**src/assert_macros.svh**
```systemverilog
// Assertion macros used by the RTL of the scheduler.
`ifndef ASSERT_MACROS_SVH
`define ASSERT_MACROS_SVH
`ifndef SYNTH
`define CHK_NOW(lbl, ante, cons) \
  lbl: assert property (@(posedge clk) disable iff (rst) (ante) |-> (cons)) \
    else $error("assertion failed");
`define CHK_NEXT(lbl, ante, cons) \
  lbl: assert property (@(posedge clk) disable iff (rst) (ante) |=> (cons)) \
    else $error("assertion failed");
`else
`define CHK_NOW(lbl, ante, cons)
`define CHK_NEXT(lbl, ante, cons)
`endif
`endif

```
**src/wlts_pkg.sv**
```systemverilog
// Types and constants of the wavefront layer task scheduler.
package wlts_pkg;

  localparam int MAX_LAYERS = 16;
  localparam int STEP_BITS  = 16;
  localparam int LAYER_BITS = $clog2(MAX_LAYERS);
  localparam int TREE_SIZE  = 1 << LAYER_BITS;
  localparam int NL_BITS    = 5;
  localparam int PRIO_BITS  = 17;
  localparam int ADDR_BITS  = 4;
  localparam int DATA_BITS  = 32;

  localparam logic [STEP_BITS-1:0] STEP_MAX = {STEP_BITS{1'b1}};

  localparam logic [1:0] REG_NUM_LAYERS     = 2'd0;
  localparam logic [1:0] REG_SEQ_LENGTH     = 2'd1;
  localparam logic [1:0] REG_FINAL_PRIORITY = 2'd2;

  typedef enum logic [1:0] {
    ACT_START    = 2'd0,
    ACT_FETCH    = 2'd1,
    ACT_COMPLETE = 2'd2
  } action_t;

  typedef enum logic [1:0] {
    ST_TASK     = 2'd0,
    ST_NONE     = 2'd1,
    ST_FINISHED = 2'd2,
    ST_STARTED  = 2'd3
  } status_t;

  typedef struct packed {
    action_t         action;
    logic [3:0]      layer;
  } cmd_t;

  typedef struct packed {
    status_t         status;
    logic [3:0]      task_layer;
    logic [15:0]     task_step;
  } result_t;

endpackage

```
**src/wavefront_layer_task_scheduler.sv**
```systemverilog
// Wavefront layer task scheduler: progress counts, pending set and result register.
// Usage: software programs num_layers, seq_length and final_priority over the
// APB port (byte addresses 0, 4 and 8) while no command is in flight, then
// issues commands. A command transfer happens at a rising edge with start high
// and busy low; cmd carries the action and, for a completion, the layer.
// Every command produces exactly one result: result_valid is high for one
// cycle with the result fields, starting at the clock edge after the command
// transfer (the transfer edge loads the command register, the next edge the
// result register).
// A new command may be transferred in every cycle, so the throughput is one
// command per cycle; the combinational path from the command register holds a
// four-level minimum tree over the sixteen pending slots plus the counter
// updates of the completed layer.
// The receiver cannot stall: a result is valid for one cycle only.
// Reset is synchronous and active high. It clears the run state and sets
// num_layers and seq_length to one and final_priority to zero. busy is high
// for the cycle after reset and low from then on.
`include "assert_macros.svh"

module wavefront_layer_task_scheduler (
  input  logic                                   clk,
  input  logic                                   rst,
  input  logic                                   start,
  output logic                                   busy,
  input  wlts_pkg::cmd_t                         cmd,
  output logic                                   result_valid,
  output wlts_pkg::result_t                      result,
  input  logic                                   psel,
  input  logic                                   penable,
  input  logic                                   pwrite,
  input  logic [wlts_pkg::ADDR_BITS-1:0]         paddr,
  input  logic [wlts_pkg::DATA_BITS-1:0]         pwdata,
  output logic [wlts_pkg::DATA_BITS-1:0]         prdata,
  output logic                                   pready
);

  logic [wlts_pkg::NL_BITS-1:0]   num_layers;
  logic [wlts_pkg::STEP_BITS-1:0] seq_length;
  logic [wlts_pkg::PRIO_BITS-1:0] final_priority;

  logic           stage_valid;
  wlts_pkg::cmd_t stage_cmd;
  logic           start_staged;

  logic [wlts_pkg::STEP_BITS-1:0] layer_progress [wlts_pkg::MAX_LAYERS];
  logic [wlts_pkg::STEP_BITS-1:0] layer_progress_next [wlts_pkg::MAX_LAYERS];
  logic [wlts_pkg::MAX_LAYERS-1:0] pending_valid;
  logic [wlts_pkg::MAX_LAYERS-1:0] pending_valid_next;
  logic [wlts_pkg::PRIO_BITS-1:0] pending_priority [wlts_pkg::MAX_LAYERS];
  logic [wlts_pkg::PRIO_BITS-1:0] pending_priority_next [wlts_pkg::MAX_LAYERS];
  logic done_flag;
  logic done_flag_next;
  wlts_pkg::result_t result_next;

  logic cfg_write;
  logic cmd_take;

  logic                            tree_valid [wlts_pkg::LAYER_BITS+1][wlts_pkg::TREE_SIZE];
  logic [wlts_pkg::PRIO_BITS-1:0]  tree_prio  [wlts_pkg::LAYER_BITS+1][wlts_pkg::TREE_SIZE];
  logic [wlts_pkg::LAYER_BITS-1:0] tree_idx   [wlts_pkg::LAYER_BITS+1][wlts_pkg::TREE_SIZE];
  logic                            best_found;
  logic [wlts_pkg::LAYER_BITS-1:0] best_idx;
  logic [wlts_pkg::PRIO_BITS-1:0]  best_prio;

  logic [wlts_pkg::NL_BITS-1:0]    nl;
  logic [3:0]                      lay;
  logic                            lay_ok;
  logic [wlts_pkg::NL_BITS-1:0]    nxt_wide;
  logic [3:0]                      nxt_idx;
  logic [wlts_pkg::STEP_BITS-1:0]  prog_lay;
  logic [wlts_pkg::STEP_BITS-1:0]  p_old;
  logic [wlts_pkg::STEP_BITS-1:0]  pn;
  logic [wlts_pkg::STEP_BITS-1:0]  below;
  logic                            next_ok;
  logic                            self_ok;
  logic [wlts_pkg::PRIO_BITS-1:0]  prio_next;
  logic [wlts_pkg::PRIO_BITS-1:0]  prio_self;

  assign pready       = 1'b1;
  assign cfg_write    = psel & penable & pwrite & pready;
  assign cmd_take     = start & ~busy;
  assign start_staged = stage_valid && (stage_cmd.action == wlts_pkg::ACT_START);

  always_comb begin
    unique case (paddr[3:2])
      wlts_pkg::REG_NUM_LAYERS:     prdata = wlts_pkg::DATA_BITS'(num_layers);
      wlts_pkg::REG_SEQ_LENGTH:     prdata = wlts_pkg::DATA_BITS'(seq_length);
      wlts_pkg::REG_FINAL_PRIORITY: prdata = wlts_pkg::DATA_BITS'(final_priority);
      default:                      prdata = '0;
    endcase
  end

  // Minimum tree over the pending slots; ties keep the lower layer.
  always_comb begin
    for (int i = 0; i < wlts_pkg::TREE_SIZE; i++) begin
      if (i < wlts_pkg::MAX_LAYERS) begin
        tree_valid[0][i] = pending_valid[i];
        tree_prio[0][i]  = pending_priority[i];
      end else begin
        tree_valid[0][i] = 1'b0;
        tree_prio[0][i]  = '0;
      end
      tree_idx[0][i] = wlts_pkg::LAYER_BITS'(i);
    end
    for (int l = 1; l <= wlts_pkg::LAYER_BITS; l++) begin
      for (int i = 0; i < wlts_pkg::TREE_SIZE; i++) begin
        tree_valid[l][i] = 1'b0;
        tree_prio[l][i]  = '0;
        tree_idx[l][i]   = '0;
      end
      for (int i = 0; i < wlts_pkg::TREE_SIZE / 2; i++) begin
        if (i < (wlts_pkg::TREE_SIZE >> l)) begin
          if (tree_valid[l-1][2*i+1] &&
              (!tree_valid[l-1][2*i] || tree_prio[l-1][2*i+1] < tree_prio[l-1][2*i])) begin
            tree_valid[l][i] = 1'b1;
            tree_prio[l][i]  = tree_prio[l-1][2*i+1];
            tree_idx[l][i]   = tree_idx[l-1][2*i+1];
          end else begin
            tree_valid[l][i] = tree_valid[l-1][2*i];
            tree_prio[l][i]  = tree_prio[l-1][2*i];
            tree_idx[l][i]   = tree_idx[l-1][2*i];
          end
        end
      end
    end
    best_found = tree_valid[wlts_pkg::LAYER_BITS][0];
    best_prio  = tree_prio[wlts_pkg::LAYER_BITS][0];
    best_idx   = tree_idx[wlts_pkg::LAYER_BITS][0];
  end

  always_comb begin
    nl = (num_layers > wlts_pkg::NL_BITS'(wlts_pkg::MAX_LAYERS)) ?
         wlts_pkg::NL_BITS'(wlts_pkg::MAX_LAYERS) : num_layers;
    lay      = stage_cmd.layer;
    lay_ok   = {1'b0, lay} < nl;
    nxt_wide = {1'b0, lay} + 5'd1;
    nxt_idx  = lay + 4'd1;
    prog_lay = layer_progress[lay];
    p_old    = (prog_lay == wlts_pkg::STEP_MAX) ? prog_lay : prog_lay + 1'b1;
    pn       = layer_progress[nxt_idx];
    below    = (lay == 4'd0) ? seq_length : layer_progress[lay - 4'd1];
    next_ok  = (nxt_wide < nl) && (({1'b0, pn} + 1'b1) >= {1'b0, p_old});
    self_ok  = (p_old < seq_length) && ({1'b0, below} >= ({1'b0, p_old} + 1'b1));
    prio_next = wlts_pkg::PRIO_BITS'(nxt_wide) + wlts_pkg::PRIO_BITS'(pn);
    prio_self = wlts_pkg::PRIO_BITS'(lay) + wlts_pkg::PRIO_BITS'(p_old);
  end

  always_comb begin
    layer_progress_next   = layer_progress;
    pending_valid_next    = pending_valid;
    pending_priority_next = pending_priority;
    done_flag_next        = done_flag;
    result_next.status     = wlts_pkg::ST_NONE;
    result_next.task_layer = '0;
    result_next.task_step  = '0;
    if (stage_valid) begin
      unique case (stage_cmd.action)
        wlts_pkg::ACT_START: begin
          for (int i = 0; i < wlts_pkg::MAX_LAYERS; i++) begin
            layer_progress_next[i] = '0;
          end
          pending_valid_next       = '0;
          pending_valid_next[0]    = 1'b1;
          pending_priority_next[0] = '0;
          done_flag_next           = 1'b0;
          result_next.status       = wlts_pkg::ST_STARTED;
        end
        wlts_pkg::ACT_FETCH: begin
          if (done_flag) begin
            result_next.status = wlts_pkg::ST_FINISHED;
          end else if (best_found) begin
            pending_valid_next[best_idx] = 1'b0;
            if (best_prio >= final_priority) begin
              done_flag_next = 1'b1;
            end
            result_next.status     = wlts_pkg::ST_TASK;
            result_next.task_layer = 4'(best_idx);
            result_next.task_step  = layer_progress[best_idx];
          end
        end
        wlts_pkg::ACT_COMPLETE: begin
          if (lay_ok) begin
            layer_progress_next[lay] = p_old;
            if (next_ok) begin
              if (prio_next >= final_priority) begin
                done_flag_next = 1'b1;
              end
              result_next.status     = wlts_pkg::ST_TASK;
              result_next.task_layer = nxt_idx;
              result_next.task_step  = pn;
              if (self_ok) begin
                pending_valid_next[lay]    = 1'b1;
                pending_priority_next[lay] = prio_self;
              end
            end else if (self_ok) begin
              if (prio_self >= final_priority) begin
                done_flag_next = 1'b1;
              end
              result_next.status     = wlts_pkg::ST_TASK;
              result_next.task_layer = lay;
              result_next.task_step  = p_old;
            end
          end
        end
        default: begin
          result_next.status = wlts_pkg::ST_NONE;
        end
      endcase
    end
  end

  always_ff @(posedge clk) begin
    if (rst) begin
      busy           <= 1'b1;
      stage_valid    <= 1'b0;
      result_valid   <= 1'b0;
      num_layers     <= 5'd1;
      seq_length     <= 16'd1;
      final_priority <= '0;
      pending_valid  <= '0;
      done_flag      <= 1'b0;
      for (int i = 0; i < wlts_pkg::MAX_LAYERS; i++) begin
        layer_progress[i] <= '0;
      end
    end else begin
      busy           <= 1'b0;
      stage_valid    <= cmd_take;
      result_valid   <= stage_valid;
      pending_valid  <= pending_valid_next;
      done_flag      <= done_flag_next;
      layer_progress <= layer_progress_next;
      if (cfg_write) begin
        unique case (paddr[3:2])
          wlts_pkg::REG_NUM_LAYERS:     num_layers     <= pwdata[wlts_pkg::NL_BITS-1:0];
          wlts_pkg::REG_SEQ_LENGTH:     seq_length     <= pwdata[wlts_pkg::STEP_BITS-1:0];
          wlts_pkg::REG_FINAL_PRIORITY: final_priority <= pwdata[wlts_pkg::PRIO_BITS-1:0];
          default: begin
          end
        endcase
      end
    end
  end

  always_ff @(posedge clk) begin
    stage_cmd        <= cmd;
    pending_priority <= pending_priority_next;
    result           <= result_next;
  end

  `CHK_NEXT(a_result_follows, stage_valid, result_valid)
  `CHK_NEXT(a_no_stray_result, !stage_valid, !result_valid)
  `CHK_NEXT(a_start_clears, start_staged, !done_flag && pending_valid == wlts_pkg::MAX_LAYERS'(1))
  `CHK_NOW(a_done_sticky, $fell(done_flag), $past(start_staged))

endmodule

```
**config.mk**
```make
export PLATFORM = sky130hd
export DESIGN_NAME = wavefront_layer_task_scheduler
export DESIGN_NICKNAME = d
export VERILOG_FILES = /design/src/wlts_pkg.sv /design/src/wavefront_layer_task_scheduler.sv
export VERILOG_INCLUDE_DIRS = /design/src /design/src/src
export SDC_FILE = /design/constraint.sdc
export NUM_CORES = 2
export LEC_CHECK = 0
export BUFFER_PORTS_ARGS = -buffer_cell sky130_fd_sc_hd__buf_2
export CAP_MARGIN = 30
export CELL_PAD_IN_SITES_DETAIL_PLACEMENT = 1
export CELL_PAD_IN_SITES_GLOBAL_PLACEMENT = 1
export CORE_ASPECT_RATIO = 0.9
export CORE_UTILIZATION = 40
export DETAILED_ROUTE_END_ITERATION = 8
export PLACE_DENSITY_LB_ADDON = 0.1
export SLEW_MARGIN = 5
export SYNTH_ARGS = -nofsm -noshare
export SYNTH_HDL_FRONTEND = slang
export SYNTH_SLANG_ARGS = --single-unit
```
**constraint.sdc**
```tcl
create_clock -name clk -period 14.3 [get_ports clk]
set_input_delay 2.145 -clock clk [delete_from_list [all_inputs] [get_ports clk]]
set_output_delay 2.145 -clock clk [all_outputs]
set_load 0.02 [all_outputs]
```
Yosys cells after proc, flatten, opt, wreduce, memory -nomap -nowiden
Cells that the tools add are included.
Operators by class
  add/subtract/negate cells: 8
  magnitude comparators: 33
  equal/unequal tests: 13
  muxes and demuxes: 101
  bitwise operators: 11
  reductions and logical operators: 63
Operators with widths (number)
  272-bit two-way mux: 3
  256-bit one-hot mux with 2 select lines: 1
  272-bit bitwise mux: 1
  17-bit two-way mux: 16
  16-bit binary-select mux with 4-bit select: 4
  256-bit bitwise mux: 1
  16-bit two-way mux: 16
  256-bit two-way mux: 1
  17-bit less-than comparator: 15
  21-bit two-way mux: 4
  17-bit demux with 4-bit select: 1
  16-bit demux with 4-bit select: 1
  17-bit greater-or-equal comparator: 3
  17-bit one-hot mux with 3 select lines: 1
  16-bit one-hot mux with 3 select lines: 1
  20-bit one-hot mux with 2 select lines: 1
  16-bit by 1-bit adder with 17-bit output (second input constant): 2
  1-bit two-way mux: 34
  17-bit one-hot mux with 2 select lines: 1
  4-bit two-way mux: 7
  5-bit greater-or-equal comparator (second input constant): 4
  1-bit logical AND: 20
  20-bit two-way mux: 1
  4-bit NOT with 5-bit output: 4
  other kinds (41): 86
Storage, ports and cells
  flip-flop bits (word level): 614
  input bits: 48
  output and inout port bits: 57
  logic and storage cells: 274

Longest topological paths before layout
  depth in word-level cells: 25
  mapped depth: 64

Worst setup path before layout
Ideal clock, no wire load.
  path type: register to register
  start point: register pending_priority[110] (netlist bit)
  end point: register done_flag
  arrival: 11561 ps
  data required time: 14172 ps
  setup slack: 2612 ps
  stages on the path, launching flop included: 64
  buffers on the path: 8
  period minus slack after synthesis: 11688 ps
  cells stage by stage: edfxtp_1 -> ha_1 -> and4_1 -> nand2_1 -> o311ai_0 -> a21o_1 -> and2_1 -> clkbuf_1 -> clkbuf_1 -> mux2i_1 -> ha_1 -> nand3_1 -> nor2_1 -> or4_1 -> a211o_1 -> a21oi_1 -> a21boi_0 -> inv_1 -> (+28 left out) -> clkbuf_1 -> nor2_1 -> a21oi_1 -> ha_1 -> nor2b_1 -> o21a_1 -> o21a_1 -> o21a_1 -> o21a_1 -> o21a_1 -> o21ai_0 -> nand2b_1 -> a21oi_1 -> o211ai_1 -> o211ai_1 -> a21oi_1 -> mux2i_1 -> nor2_1
Between the ends
  longest elaborated chain between the ends: 21
  elaborated cells between the ends (all ways): 27
RTL lines
  start: declaration: RTL line wavefront_layer_task_scheduler.sv:49  | logic [wlts_pkg::PRIO_BITS-1:0] pending_priority [wlts_pkg::MAX_LAYERS];
  start signal: assignment: RTL line wavefront_layer_task_scheduler.sv:246  | pending_priority <= pending_priority_next;
  17-bit less-than comparator: RTL line wavefront_layer_task_scheduler.sv:114  | (!tree_valid[l-1][2*i] || tree_prio[l-1][2*i+1] < tree_prio[l-1][2*i])) begin
  1-bit logical OR: RTL line wavefront_layer_task_scheduler.sv:114
  1-bit logical AND: RTL line wavefront_layer_task_scheduler.sv:113  | if (tree_valid[l-1][2*i+1] &&
  17-bit two-way mux or 1-bit two-way mux (tied branches): RTL line wavefront_layer_task_scheduler.sv:113
  17-bit less-than comparator or 1-bit zero test (tied branches): RTL line wavefront_layer_task_scheduler.sv:114
  1-bit logical OR: RTL line wavefront_layer_task_scheduler.sv:114
  1-bit logical AND: RTL line wavefront_layer_task_scheduler.sv:113
  17-bit two-way mux or 1-bit two-way mux (tied branches): RTL line wavefront_layer_task_scheduler.sv:113
  (+5 left out)
  1-bit logical OR: RTL line wavefront_layer_task_scheduler.sv:114
  1-bit logical AND: RTL line wavefront_layer_task_scheduler.sv:113
  17-bit two-way mux: RTL line wavefront_layer_task_scheduler.sv:113
  17-bit greater-or-equal comparator: RTL line wavefront_layer_task_scheduler.sv:173  | if (best_prio >= final_priority) begin
  1-bit two-way mux: RTL line wavefront_layer_task_scheduler.sv:173
  1-bit two-way mux *: RTL line wavefront_layer_task_scheduler.sv:171  | end else if (best_found) begin
  1-bit two-way mux *: RTL line wavefront_layer_task_scheduler.sv:169  | if (done_flag) begin
  1-bit one-hot mux with 3 select lines *: RTL line wavefront_layer_task_scheduler.sv:157  | unique case (stage_cmd.action)
  end signal: assignment: RTL line wavefront_layer_task_scheduler.sv:230  | done_flag <= done_flag_next;
  end: declaration: RTL line wavefront_layer_task_scheduler.sv:51  | logic done_flag;
Every way passes the cells marked *; elsewhere a longest branch is shown, timed or not.
A chain may end at the register's enable or synchronous reset.

Final worst setup path
  start point: register pending_priority[220] (netlist bit)
  end point: register done_flag
Between the ends
  longest elaborated chain between the ends: 21
  elaborated cells between the ends (all ways): 27
RTL lines (RTL line)
  17-bit less-than comparator: wavefront_layer_task_scheduler.sv:114
  1-bit logical OR: wavefront_layer_task_scheduler.sv:114
  1-bit logical AND: wavefront_layer_task_scheduler.sv:113
  17-bit two-way mux: wavefront_layer_task_scheduler.sv:113
  17-bit less-than comparator: wavefront_layer_task_scheduler.sv:114
  1-bit logical OR: wavefront_layer_task_scheduler.sv:114
  1-bit logical AND: wavefront_layer_task_scheduler.sv:113
  17-bit two-way mux or 1-bit two-way mux (tied branches): wavefront_layer_task_scheduler.sv:113
  (+5 left out)
  1-bit logical OR: wavefront_layer_task_scheduler.sv:114
  1-bit logical AND: wavefront_layer_task_scheduler.sv:113
  17-bit two-way mux: wavefront_layer_task_scheduler.sv:113
  17-bit greater-or-equal comparator: wavefront_layer_task_scheduler.sv:173
  1-bit two-way mux: wavefront_layer_task_scheduler.sv:173
  1-bit two-way mux *: wavefront_layer_task_scheduler.sv:171
  1-bit two-way mux *: wavefront_layer_task_scheduler.sv:169
  1-bit one-hot mux with 3 select lines *: wavefront_layer_task_scheduler.sv:157
Marked as above.

==> metrics.md <==
| Metric | Value |
|---|---|
| Filler cell count in the final layout | 11667 |
| Highest routed metal layer | met5 |
| Wire per inst | just under 30 um |
| Sequential power share | a little under half |
| Logic pwr share | approximately 6.1% |
| Synth cell count leaders | 465 x nor2_1, 368 x nand2_1, 365 x ha_1 |
| Largest family of logic cells by synthesized area | multiplexers |
| Yosys reg bits | just over 600 |
| Count of hold buffers inserted by post-cts repair | 0 |
| Most frequent cell after synthesis | nor2_1 |
| P per Cell Area | 85.2 mW/mm2 |
| Initial DRC Count | 3474 |
| Power Total | 0.00405 W |
| Routability congestion estimate | 0.911 |
| Post-CTS Repair Setup Buffers | 0 |
| Register Area | around 0.015 mm2 |
| Slowest CP cell | o41a_2 |
| Share of post-route cells with drive strength above 1 | 15.6% |
| Clock power share | 48.6% |
| Clk sinks | between 600 and 700 |
| Post-Synth Simple-Gate Area | approximately an eighth |
| Share of the synthesized area in the top cell type | 19.2% |
| Post-route ant nets | 0 |
| Port bufs | 71 |
| Clock latency on the worst-skew pair | 690 ps |
| Min Clock Period, post-route | 12860 ps |
| Slew headroom | 26.0% |
| Die area | 0.108 mm2 |
| Worst setup path category | reg -> reg |
| Mapped cell area | 0.0426 mm2 |
| Synth area leaders | edfxtp_1 19%, dfxtp_1 16%, mux4_2 13% |
| Vias/cell | ~6.4 |
| Max-cap violations | 0 |
| CTS buffer count | a little under 80 |
| Mapped Cells | approximately 4300 |
| Final wirelength | roughly 170000 um |
| RSZ-0062 raised after global routing | false |
| Final period util | about nine tenths |
| Worst Clk Skew | 45.3 ps |
| Dpl hpwl | approximately 120000 um |
| Most used DFF post-synth | dfxtp_1 |
| Grt ovf | 0 |
| Via count | 36745 |
| CTS tree | yes |
| Synth warnings | 0 |
| Switching pwr | about 0.0010 W |
| Pre-CTS WS | ~1500 ps |
| # IOs | 105 |
| Clock transition at path regs | 60 ps |
| Pins Over Slew Limit | 0 |
| Post-Place Cells | 5620 |
| Xor/xnor share of the synthesized area | between 1 and 1.5% |
| Pint | 0.00301 W |
| Top delay family on crit path | compound AO/OA/AOI/OAI gates |
| Critical path capture point type | flop |
| Final Hold Fails | 0 |
| Die height | 312 um |
| First-pass GRT wire length | 250000 um |
| Sum Neg Setup Slack | 0 ps |
| Initial Util | 40.4% |
| Post-cts resize count | 0 |
| Maximum net fanout on the critical path | 41 |
| Number of global-route vias before repair | approximately 36000 |
| Mean post-synth cell area | 9.85 um2 |
| Post-synth EDFFs | around 270 |
| GRT Overall Usage | a little under a third |
| DR DRC count | 0 |
| Worst min path class | reg -> reg |
| Drt pass-1 iters | 5 |
| # setup viols final | 0 |
| Cell taking the most area after synthesis | edfxtp_1 |
| Critical Path Max Stage Delay | 840 ps |
| Fmax | 77.8 MHz |
| Switching share of power | roughly 26% |
| Critical path buffer and inverter count | 4 |
| Root buf cell | clkbuf_16 |
| Largest net degree at the start of global routing | 187 |
| CP required | 14830 ps |
| M1 wire length | ~75000 um |
| Initial antenna violation count | 11 |
| Row count | 113 |
| Fin worst setup slack | ~1400 ps |
| Worst vdd ir | 0.0858 mV |
| Async S/R FF share, synth | 0% |
| CP arrival | roughly 13000 ps |
| Die width | approximately 350 um |
| Met2 WL | 75400 um |
| # nets final | around 4700 |
| Routed length on met3 | around 14000 um |
| Status | finished clean |
| Compound-Gate Fraction of Synth Area | 16.1% |
| Final Non-Filler Cells | 5768 |
| Synth Area in Adders | 10.8% |
| Yosys cell types | 87 |
| Final core occ | 45.0% |
| H-tree lvl count | 3 |
| Area Overhead vs Synth | 11.4% |
| CTS max path bufs | 3 |
| Worst-Margin Slew | 1110 ps |
| Leak pwr | 19.1 nW |
| Sequential area share after synthesis | 35.2% |
| CP Launch Type | flop |
| Core ar. | 0.106 mm2 |
| Multi-input logic area | 0.0257 mm2 |
| Post-synthesis mux area share | between 10% and 20% |
## per-layer routing
| metal | up-vias | GRT usage [%] |
|---|---|---|
| li1 | 16169 | - |
| met3 | 371 | 6.40 |
| met4 | 4 | 11.9 |
| met1 | 18698 | 43.4 |
| met5 | - | 0 |
| met2 | 1503 | 48.1 |
## power groups by stage
stage               clock, W  combinational, W  sequential [W]
floorplan                  0          0.000159         0.00187
global placement           0          0.000234         0.00187
detailed placement         0          0.000240         0.00187
CTS                  0.00201          0.000240         0.00183
global route         0.00207          0.000257         0.00183
finish               0.00197          0.000245         0.00183
## worst min-delay path, stage by stage, from the launching register on
cell	delay, ps
dfxtp_1	320
nand2_1	60
a21oi_1	50
## registers in the layout, summed over array words and instances, names as in the netlist
name	flops
num_layers	5
layer_progress	256
pending_valid	16
seq_length	16
result	22
stage_cmd	2
final_priority	17
done_flag	1
pending_priority	272
result_valid	1
busy	1
stage_valid	1
lay	4
## through the flow
stage	instance area, um2	hold slack (ps)
2_1_floorplan	42700	445
4_1_cts	47400	479
5_1_grt	47500	498
3_5_place_dp	44900	471
6_report	47500	477
3_3_place_gp	44800	460
## final timing paths
| check | slack (ps) | depth (start not counted) | to | startpoint |
|---|---|---|---|---|
| worst max register to register | 1440 | 55 | done_flag$_SDFFE_PP0P_ | pending_priority[220]$_DFFE_PP_ |
| worst min register to register | 480 | 2 | seq_length[3]$_SDFFE_PP0P_ | seq_length[3]$_SDFFE_PP0P_ |
| worst max-delay path | 1440 | 55 | done_flag$_SDFFE_PP0P_ | pending_priority[220]$_DFFE_PP_ |
| worst min-delay path | 480 | 2 | seq_length[3]$_SDFFE_PP0P_ | seq_length[3]$_SDFFE_PP0P_ |
## cell type report
type                            instances  share of cell area, %
Clock buffer                          106                   4.46
Antenna cell                            3                 0.0158
Sequential cell                       614                   31.6
Tap cell                             1380                   3.64
Inverter                              273                   2.16
Clock inverter                         34                  0.785
Timing Repair Buffer                  200                   3.11
Multi-Input combinational cell       3158                   54.2
## cell families after synthesis
| family | count (synthesis) |
|---|---|
| DFF | 614 |
| xor gates and xnor gates | 66 |
| adders and majority gates | 367 |
| AOI/OAI and AO/OA | 1032 |
| other | 2 |
| and+or+nand+nor | 1194 |
| buffers and inverters | 572 |
| muxes | 483 |
## cell usage in the layout, fill, tap and decap left out, drive strengths merged, types with 27 or more instances in the layout
| cell type | n |
|---|---|
| nor2 | 465 |
| nand2 | 368 |
| ha | 365 |
| dfxtp | 342 |
| inv | 274 |
| edfxtp | 272 |
| a22oi | 268 |
| mux4 | 243 |
| a21oi | 237 |
| mux2i | 209 |
| buf | 199 |
| o21ai | 191 |
| clkbuf | 106 |
| nand3 | 90 |
| nand4 | 55 |
| nor3 | 52 |
| xnor2 | 49 |
| a21o | 48 |
| o21a | 45 |
| a211oi | 33 |
| mux2 | 31 |
| o211ai | 27 |
| nand2b | 27 |
(Power assumes the default switching activity.)
